===== src/rtl/olidf_pkg.sv =====
package olidf_pkg;

    localparam int DEPTH      = 16;
    localparam int ELEM_WIDTH = 32;

    localparam int IDX_W     = (DEPTH > 1) ? $clog2(DEPTH) : 1;
    localparam int CNT_W     = $clog2(DEPTH + 1);
    localparam int POS_W     = 5;
    localparam int VALUE_W   = 32;
    localparam int REQ_W     = 2;
    localparam int STATUS_W  = 2;
    localparam int OUT_IDX_W = 4;
    localparam int OUT_CNT_W = 5;
    localparam int CMP_W     = ((CNT_W > POS_W) ? CNT_W : POS_W) + 1;

    localparam int S_TDATA_W = ((VALUE_W + POS_W + 7) / 8) * 8;
    localparam int M_TDATA_W = ((OUT_IDX_W + OUT_CNT_W + 7) / 8) * 8;

    typedef enum logic [REQ_W-1:0] {
        REQ_INSERT = 2'd0,
        REQ_DELETE = 2'd1,
        REQ_FIND   = 2'd2
    } req_type_t;

    typedef enum logic [STATUS_W-1:0] {
        ST_OK       = 2'd0,
        ST_FULL     = 2'd1,
        ST_BADPOS   = 2'd2,
        ST_NOTFOUND = 2'd3
    } status_t;

    typedef struct packed {
        logic                  ins;
        logic                  del;
        logic [IDX_W-1:0]      idx;
        logic [ELEM_WIDTH-1:0] value;
    } cell_ctrl_t;

    function automatic logic [ELEM_WIDTH-1:0] to_elem(input logic signed [VALUE_W-1:0] v);
        logic signed [63:0] ext;
        ext = 64'(v);
        return ext[ELEM_WIDTH-1:0];
    endfunction

endpackage


===== src/rtl/olidf_cell.sv =====
module olidf_cell (
    input  logic                              aclk,
    input  olidf_pkg::cell_ctrl_t             ctrl,
    input  logic [olidf_pkg::IDX_W-1:0]       cell_idx,
    input  logic [olidf_pkg::ELEM_WIDTH-1:0]  left_data,
    input  logic [olidf_pkg::ELEM_WIDTH-1:0]  right_data,
    output logic [olidf_pkg::ELEM_WIDTH-1:0]  data,
    output logic                              match
);

    logic [olidf_pkg::ELEM_WIDTH-1:0] data_reg;
    logic [olidf_pkg::ELEM_WIDTH-1:0] data_next;

    always_comb begin
        data_next = data_reg;
        if (ctrl.ins) begin
            if (cell_idx == ctrl.idx) begin
                data_next = ctrl.value;
            end else if (cell_idx > ctrl.idx) begin
                data_next = left_data;
            end
        end else if (ctrl.del) begin
            if (cell_idx >= ctrl.idx) begin
                data_next = right_data;
            end
        end
    end

    always_ff @(posedge aclk) begin
        data_reg <= data_next;
    end

    assign data  = data_reg;
    assign match = (data_reg == ctrl.value);

endmodule


===== src/rtl/ordered_list_insert_delete_find.sv =====
// A request accepted at one clock edge has its result registered and shown on m_tdata in the next cycle.
// Throughput: one request per cycle unless stalled; every cell of the list row shifts or compares
// its entry in the same cycle, and the first match is picked by one priority encoder.
// A new request enters in the cycle the held result is taken, so a stalled result stalls the input.
// Reset clears the entry count and the output valid; list entries are not cleared.
module ordered_list_insert_delete_find (
    input  logic                             aclk,
    input  logic                             aresetn,
    input  logic                             s_tvalid,
    output logic                             s_tready,
    // Fields from bit 0: value[31:0], position[36:32], zero fill.
    input  logic [olidf_pkg::S_TDATA_W-1:0]  s_tdata,
    // Fields from bit 0: req_type[1:0].
    input  logic [olidf_pkg::REQ_W-1:0]      s_tuser,
    output logic                             m_tvalid,
    input  logic                             m_tready,
    // Fields from bit 0: found_index[3:0], count[8:4], zero fill.
    output logic [olidf_pkg::M_TDATA_W-1:0]  m_tdata,
    // Fields from bit 0: status[1:0].
    output logic [olidf_pkg::STATUS_W-1:0]   m_tuser
);

    localparam int D  = olidf_pkg::DEPTH;
    localparam int EW = olidf_pkg::ELEM_WIDTH;

    logic                                accept;
    logic [olidf_pkg::REQ_W-1:0]         kind;
    logic [olidf_pkg::POS_W-1:0]         pos;
    logic [olidf_pkg::CMP_W-1:0]         pos_w;
    logic [olidf_pkg::CMP_W-1:0]         cnt_w;
    logic                                ins_ok;
    logic                                del_ok;
    logic                                hit;
    logic [olidf_pkg::IDX_W-1:0]         hit_idx;
    olidf_pkg::cell_ctrl_t               ctrl;
    olidf_pkg::status_t                  status;
    logic [olidf_pkg::IDX_W-1:0]         res_idx;

    logic [olidf_pkg::CNT_W-1:0]         cnt_reg;
    logic [olidf_pkg::CNT_W-1:0]         cnt_next;
    logic                                out_valid_reg;
    logic                                out_valid_next;
    olidf_pkg::status_t                  out_status_reg;
    logic [olidf_pkg::OUT_IDX_W-1:0]     out_idx_reg;
    logic [olidf_pkg::OUT_CNT_W-1:0]     out_cnt_reg;

    logic [EW-1:0]                       cell_data  [D];
    logic [EW-1:0]                       left_data  [D];
    logic [EW-1:0]                       right_data [D];
    logic [D-1:0]                        match;

    assign s_tready = !out_valid_reg || m_tready;
    assign accept   = s_tvalid && s_tready;
    assign kind     = s_tuser;
    assign pos      = s_tdata[olidf_pkg::VALUE_W +: olidf_pkg::POS_W];
    assign pos_w    = olidf_pkg::CMP_W'(pos);
    assign cnt_w    = olidf_pkg::CMP_W'(cnt_reg);

    assign ins_ok = (kind == olidf_pkg::REQ_INSERT) && (cnt_w != olidf_pkg::CMP_W'(D))
                    && (pos_w != '0) && (pos_w <= cnt_w + 1'b1);
    assign del_ok = (kind == olidf_pkg::REQ_DELETE) && (pos_w != '0) && (pos_w <= cnt_w);

    always_comb begin
        ctrl.ins   = accept && ins_ok;
        ctrl.del   = accept && del_ok;
        ctrl.idx   = olidf_pkg::IDX_W'(pos_w - 1'b1);
        ctrl.value = olidf_pkg::to_elem(s_tdata[olidf_pkg::VALUE_W-1:0]);
    end

    for (genvar k = 0; k < D; k++) begin : g_cell
        if (k == 0) begin : g_first
            assign left_data[k] = '0;
        end else begin : g_left
            assign left_data[k] = cell_data[k-1];
        end
        if (k == D - 1) begin : g_last
            assign right_data[k] = '0;
        end else begin : g_right
            assign right_data[k] = cell_data[k+1];
        end
        olidf_cell u_cell (
            .aclk       (aclk),
            .ctrl       (ctrl),
            .cell_idx   (olidf_pkg::IDX_W'(k)),
            .left_data  (left_data[k]),
            .right_data (right_data[k]),
            .data       (cell_data[k]),
            .match      (match[k])
        );
    end

    always_comb begin
        hit     = 1'b0;
        hit_idx = '0;
        for (int k = D - 1; k >= 0; k--) begin
            if (match[k] && (olidf_pkg::CMP_W'(k) < cnt_w)) begin
                hit     = 1'b1;
                hit_idx = olidf_pkg::IDX_W'(k);
            end
        end
    end

    always_comb begin
        status   = olidf_pkg::ST_OK;
        res_idx  = '0;
        cnt_next = cnt_reg;
        case (kind)
            olidf_pkg::REQ_INSERT: begin
                if (cnt_w == olidf_pkg::CMP_W'(D)) begin
                    status = olidf_pkg::ST_FULL;
                end else if (!ins_ok) begin
                    status = olidf_pkg::ST_BADPOS;
                end else begin
                    cnt_next = cnt_reg + 1'b1;
                end
            end
            olidf_pkg::REQ_DELETE: begin
                if (!del_ok) begin
                    status = olidf_pkg::ST_BADPOS;
                end else begin
                    cnt_next = cnt_reg - 1'b1;
                end
            end
            olidf_pkg::REQ_FIND: begin
                if (hit) begin
                    res_idx = hit_idx;
                end else begin
                    status = olidf_pkg::ST_NOTFOUND;
                end
            end
            default: begin
                status = olidf_pkg::ST_BADPOS;
            end
        endcase
    end

    always_comb begin
        out_valid_next = out_valid_reg;
        if (accept) begin
            out_valid_next = 1'b1;
        end else if (m_tready) begin
            out_valid_next = 1'b0;
        end
    end

    always_ff @(posedge aclk) begin
        if (!aresetn) begin
            cnt_reg       <= '0;
            out_valid_reg <= 1'b0;
        end else begin
            out_valid_reg <= out_valid_next;
            if (accept) begin
                cnt_reg <= cnt_next;
            end
        end
    end

    always_ff @(posedge aclk) begin
        if (accept) begin
            out_status_reg <= status;
            out_idx_reg    <= olidf_pkg::OUT_IDX_W'(res_idx);
            out_cnt_reg    <= olidf_pkg::OUT_CNT_W'(cnt_next);
        end
    end

    assign m_tvalid = out_valid_reg;
    assign m_tuser  = out_status_reg;
    assign m_tdata  = olidf_pkg::M_TDATA_W'({out_cnt_reg, out_idx_reg});

    a_cnt_bound: assert property (@(posedge aclk) disable iff (!aresetn)
        olidf_pkg::CMP_W'(cnt_reg) <= olidf_pkg::CMP_W'(D))
        else $error("entry count exceeds list depth");

    a_ins_count: assert property (@(posedge aclk) disable iff (!aresetn)
        (accept && ins_ok) |=> (cnt_reg == $past(cnt_reg) + 1'b1))
        else $error("accepted insert did not grow the list by one");

    a_find_keeps: assert property (@(posedge aclk) disable iff (!aresetn)
        (accept && kind == olidf_pkg::REQ_FIND) |=> (cnt_reg == $past(cnt_reg)))
        else $error("find changed the entry count");

    a_full_status: assert property (@(posedge aclk) disable iff (!aresetn)
        (accept && status == olidf_pkg::ST_FULL) |-> (cnt_w == olidf_pkg::CMP_W'(D)))
        else $error("full status reported on a list that is not full");

endmodule

===== config.mk =====
export PLATFORM = sky130hd
export DESIGN_NAME = ordered_list_insert_delete_find
export DESIGN_NICKNAME = d
export VERILOG_FILES = /design/src/rtl/olidf_pkg.sv /design/src/rtl/olidf_cell.sv /design/src/rtl/ordered_list_insert_delete_find.sv
export SDC_FILE = /design/constraint.sdc
export NUM_CORES = 2
export LEC_CHECK = 0
export BUFFER_PORTS_ARGS = -buffer_cell sky130_fd_sc_hd__buf_2
export CORE_MARGIN = 3
export CORE_UTILIZATION = 52
export CTS_BUF_LIST = sky130_fd_sc_hd__clkbuf_8
export DETAILED_ROUTE_END_ITERATION = 10
export PLACE_DENSITY = 0.74
export SKIP_CTS_REPAIR_TIMING = 1
export SLEW_MARGIN = 20
export SYNTH_ARGS = -nofsm -noshare
export SYNTH_HDL_FRONTEND = slang
export SYNTH_HIERARCHICAL = 1
export SYNTH_SLANG_ARGS = --single-unit

===== constraint.sdc =====
create_clock -name aclk -period 10.1 [get_ports aclk]
set_clock_uncertainty 0.2 [all_clocks]
set_input_delay 1.01 -clock aclk [delete_from_list [all_inputs] [get_ports aclk]]
set_output_delay 1.01 -clock aclk [all_outputs]
set_load 0.02 [all_outputs]

==> run_summary.xml <==
<?xml version="1.0" encoding="UTF-8"?>
<metrics>
  <group name="outcome">
    <metric name="outcome" unit="">completed</metric>
  </group>
  <group name="final_layout">
    <metric name="largest_register_ffs" unit="">512</metric>
    <metric name="area_growth" unit="%">9.01</metric>
    <metric name="finish.cell_count_without_fillers" unit="">4430</metric>
    <metric name="final_nets" unit="">3619</metric>
    <metric name="drive_gt1_share" unit="%">6.97</metric>
  </group>
  <group name="global_route">
    <metric name="grt_pass1_vias" unit="">25300</metric>
    <metric name="grt_usage" unit="%">23.2</metric>
    <metric name="globalRoute.totalOverflow" unit="">0</metric>
    <metric name="grt_antenna_before_repair" unit="">15</metric>
    <metric name="grt_pass1_wl" unit="mm">134</metric>
    <metric name="grt_start_max_net_pins" unit="">258</metric>
  </group>
  <group name="worst_setup_path">
    <metric name="r2r_start" unit="">cnt_reg[2]</metric>
    <metric name="worstSetupPathDepth" unit="">12</metric>
    <metric name="crit_buf_inv" unit="">4</metric>
    <metric name="crit_path_frequent_cell" unit="">buf_12</metric>
    <metric name="cpMaxStageDelayCell" unit="">dfxtp_1</metric>
    <metric name="path_cells" unit="">nand3_1, xnor2_1, inv_1, ha_1, and3_1, o21ai_1, a221oi_4, nor3_2, buf_12, buf_12, buf_4, a21oi_1</metric>
    <metric name="worst_path_largest_cell_delay" unit="ns">0.95</metric>
    <metric name="worstSetupStartpoint" unit="">cnt_reg[2]</metric>
    <metric name="cp.required" unit="ns">10.29</metric>
    <metric name="worst_path_dominant_cell_family" unit="">buffers and inverters</metric>
    <metric name="critPathMaxFanout" unit="">257</metric>
    <metric name="timing.critical_path.to_type" unit="">register</metric>
    <metric name="worst-endpoint-arrival" unit="ns">6.09</metric>
    <metric name="r2r_slack" unit="ns">4.20</metric>
    <metric name="critPathKind" unit="">register to register</metric>
    <metric name="timing.critical_path.from_type" unit="">register</metric>
    <metric name="timing.reg2reg.worst_path_depth" unit="">12</metric>
  </group>
  <group name="power_and_ir_drop">
    <metric name="report.power.total" unit="W">0.00515</metric>
    <metric name="peak_vdd_ir" unit="V">0.000118</metric>
    <metric name="power_per_cell_area" unit="mW/mm^2">134</metric>
    <metric name="total_leakage_power" unit="nW">17.4</metric>
  </group>
  <group name="sta">
    <metric name="worst-slew-pin-transition" unit="ns">1.24</metric>
    <metric name="fmaxAchievable" unit="GHz">0.169</metric>
    <metric name="finalCriticalPeriod" unit="ns">5.90</metric>
    <metric name="slew-limit-headroom" unit="%">17.6</metric>
    <metric name="finalSetupViolCount" unit="">0</metric>
    <metric name="grt_setup_unrepaired" unit="">no</metric>
    <metric name="report.final.hold_viol_count" unit="">0</metric>
    <metric name="finalCritPeriodShare" unit="%">58.4</metric>
    <metric name="finalMaxSlewViolations" unit="">0</metric>
    <metric name="setup_total_negative_slack" unit="ns">0</metric>
  </group>
  <group name="yosys">
    <metric name="ys_seq_elements" unit="">529</metric>
    <metric name="yosys.cell_types.count" unit="">62</metric>
    <metric name="yosysTopAreaCell" unit="">edfxtp_1</metric>
    <metric name="synth_area_per_cell" unit="sq um">10.5</metric>
    <metric name="netlist.area_leader.share" unit="%">44.6</metric>
    <metric name="yosysMostFrequentCell" unit="">nor2_1</metric>
    <metric name="yosysSeqAreaShare" unit="%">44.9</metric>
    <metric name="synth.top_cells.by_area" unit="">edfxtp_1, mux2i_1, xor2_1, a21oi_1, nor2_1</metric>
    <metric name="synth-async-reset-ratio" unit="%">0</metric>
    <metric name="netlist_instances" unit="">3351</metric>
    <metric name="synth_enable_flop_cells" unit="">523</metric>
    <metric name="ys_dominant_reg_cell" unit="">edfxtp_1</metric>
    <metric name="synthesis_warning_total" unit="">6</metric>
    <metric name="mappedNetlistArea" unit="sq mm">0.0352</metric>
    <metric name="synth.cells.most_frequent" unit="">nor2_1, a21oi_1, edfxtp_1, xor2_1, mux2i_1</metric>
  </group>
  <group name="routing">
    <metric name="ant_nets" unit="">0</metric>
    <metric name="vias" unit="">25600</metric>
    <metric name="detailedRoute.firstPassIterationCount" unit="">5</metric>
    <metric name="post_drt_wl_per_cell" unit="microns">18.8</metric>
    <metric name="drt-initial-drc-count" unit="">2191</metric>
    <metric name="drcViolationCount" unit="">0</metric>
    <metric name="finalWirelength" unit="mm">83.2</metric>
    <metric name="post_detailed_route_via_to_cell_ratio" unit="">5.78</metric>
  </group>
  <group name="clock_tree">
    <metric name="cts-root-buf" unit="">clkbuf_8</metric>
    <metric name="tritoncts_num_sinks" unit="">529</metric>
    <metric name="cts.reportedPaths.clkPinSlew" unit="ns">0.07</metric>
    <metric name="clk_buf_depth" unit="">3</metric>
    <metric name="cts-buffers-inserted" unit="">93</metric>
    <metric name="cts_tree" unit="">yes</metric>
    <metric name="clock_insertion_delay_worst_skew" unit="ns">0.69</metric>
    <metric name="htreeDepth" unit="">3</metric>
  </group>
  <group name="placement">
    <metric name="numPortBuffers" unit="">55</metric>
    <metric name="numPlacedInstances" unit="">4253</metric>
    <metric name="gp_congestion" unit="">0.840</metric>
    <metric name="dp_hpwl" unit="mm">56.3</metric>
  </group>
  <group name="die">
    <metric name="core-area" unit="sq mm">0.0665</metric>
    <metric name="dieWidth" unit="microns">266</metric>
    <metric name="floorplan.rows" unit="">94</metric>
    <metric name="initial_cell_density_of_the_core" unit="%">53.0</metric>
    <metric name="design.die.area" unit="sq mm">0.0709</metric>
    <metric name="die_y" unit="microns">266</metric>
    <metric name="top_level_ports" unit="">66</metric>
  </group>
  <group name="worst_hold_path">
    <metric name="worstHoldPathCells" unit="">2</metric>
    <metric name="min_from" unit="">m_tvalid</metric>
    <metric name="class_of_the_tightest_hold_or_removal_check" unit="">register to register</metric>
  </group>
  <group name="run">
    <metric name="max_capacitance_violation_count" unit="">0</metric>
  </group>
</metrics>
## through the flow
step / hold slack, ns / util [%] / area [sq um] / worst slack (ns)
3_3_place_gp: 0.305 / 54.8 / 36400 / 4.22
4_1_cts: 0.311 / 57.3 / 38100 / 4.36
3_5_place_dp: 0.325 / 54.8 / 36400 / 4.15
6_report: 0.332 / 57.8 / 38400 / 4.20
5_1_grt: 0.341 / 57.8 / 38400 / 3.78
2_1_floorplan: 0.382 / - / 35700 / 3.95
## layer usage
layer / share of wire, % / track usage (%)
met5: 0.059 / 0
met4: 1.8 / 5.59
met3: 6.2 / 4.40
met2: 47 / 37.2
met1: 45 / 32.7
## layout make-up
cell class / count / area, sq um
Inverter: 98 / 368
Fill cell: 5729 / 28100
Multi-Input combinational cell: 2682 / 18700
Clock buffer: 99 / 1360
Timing Repair Buffer: 90 / 796
Antenna cell: 8 / 20.0
Tap cell: 864 / 1080
Sequential cell: 529 / 15800
Clock inverter: 60 / 295
## path summary, 6_finish.rpt
check / to
worst max register to register: g_cell[13].u_cell/data[3]
worst max-delay path: g_cell[13].u_cell/data[3]
worst min register to register: m_tvalid
worst min-delay path: m_tvalid
## cell families after synthesis
group,Yosys count,synth area share (%)
simple gates,799,10.9
compound gates,635,9.63
other cells,2,0.0213
mux,513,14.6
fa+ha+maj,79,2.81
flops,529,44.9
xor+xnor,521,13.0
buf+inv,273,4.22
## worst reg2reg max path, delay by kind of cell (launching register included)
kind            cells  cell delay (ns)
buf+inv             4             2.55
flops               1             0.95
simple gates        3             0.74
compound gates      3             0.52
xor+xnor            1             0.37
fa+ha+maj           1             0.30
## placed cells by master, fill, tap and decap left out, drive strengths merged, types with 11 or more instances in the layout
| cell | instances |
|---|---|
| nor2 | 554 |
| a21oi | 536 |
| edfxtp | 523 |
| xor2 | 514 |
| mux2i | 513 |
| conb | 135 |
| nor4 | 133 |
| inv | 130 |
| clkbuf | 99 |
| buf | 90 |
| ha | 79 |
| nand4 | 50 |
| o21ai | 30 |
| clkinv | 26 |
| nand2 | 16 |
| a31oi | 13 |
| o21a | 12 |
| nor2b | 12 |
| o22ai | 11 |
## where the power goes
| group | internal, W | switching, W | leakage, nW |
|---|---|---|---|
| logic | 0.000301 | 0.000480 | 11.7 |
| registers | 0.00248 | 0.0000526 | 4.78 |
| clock network | 0.000927 | 0.000914 | 0.958 |
| total | 0.00371 | 0.00145 | 17.4 |
(Power assumes the default switching activity.)
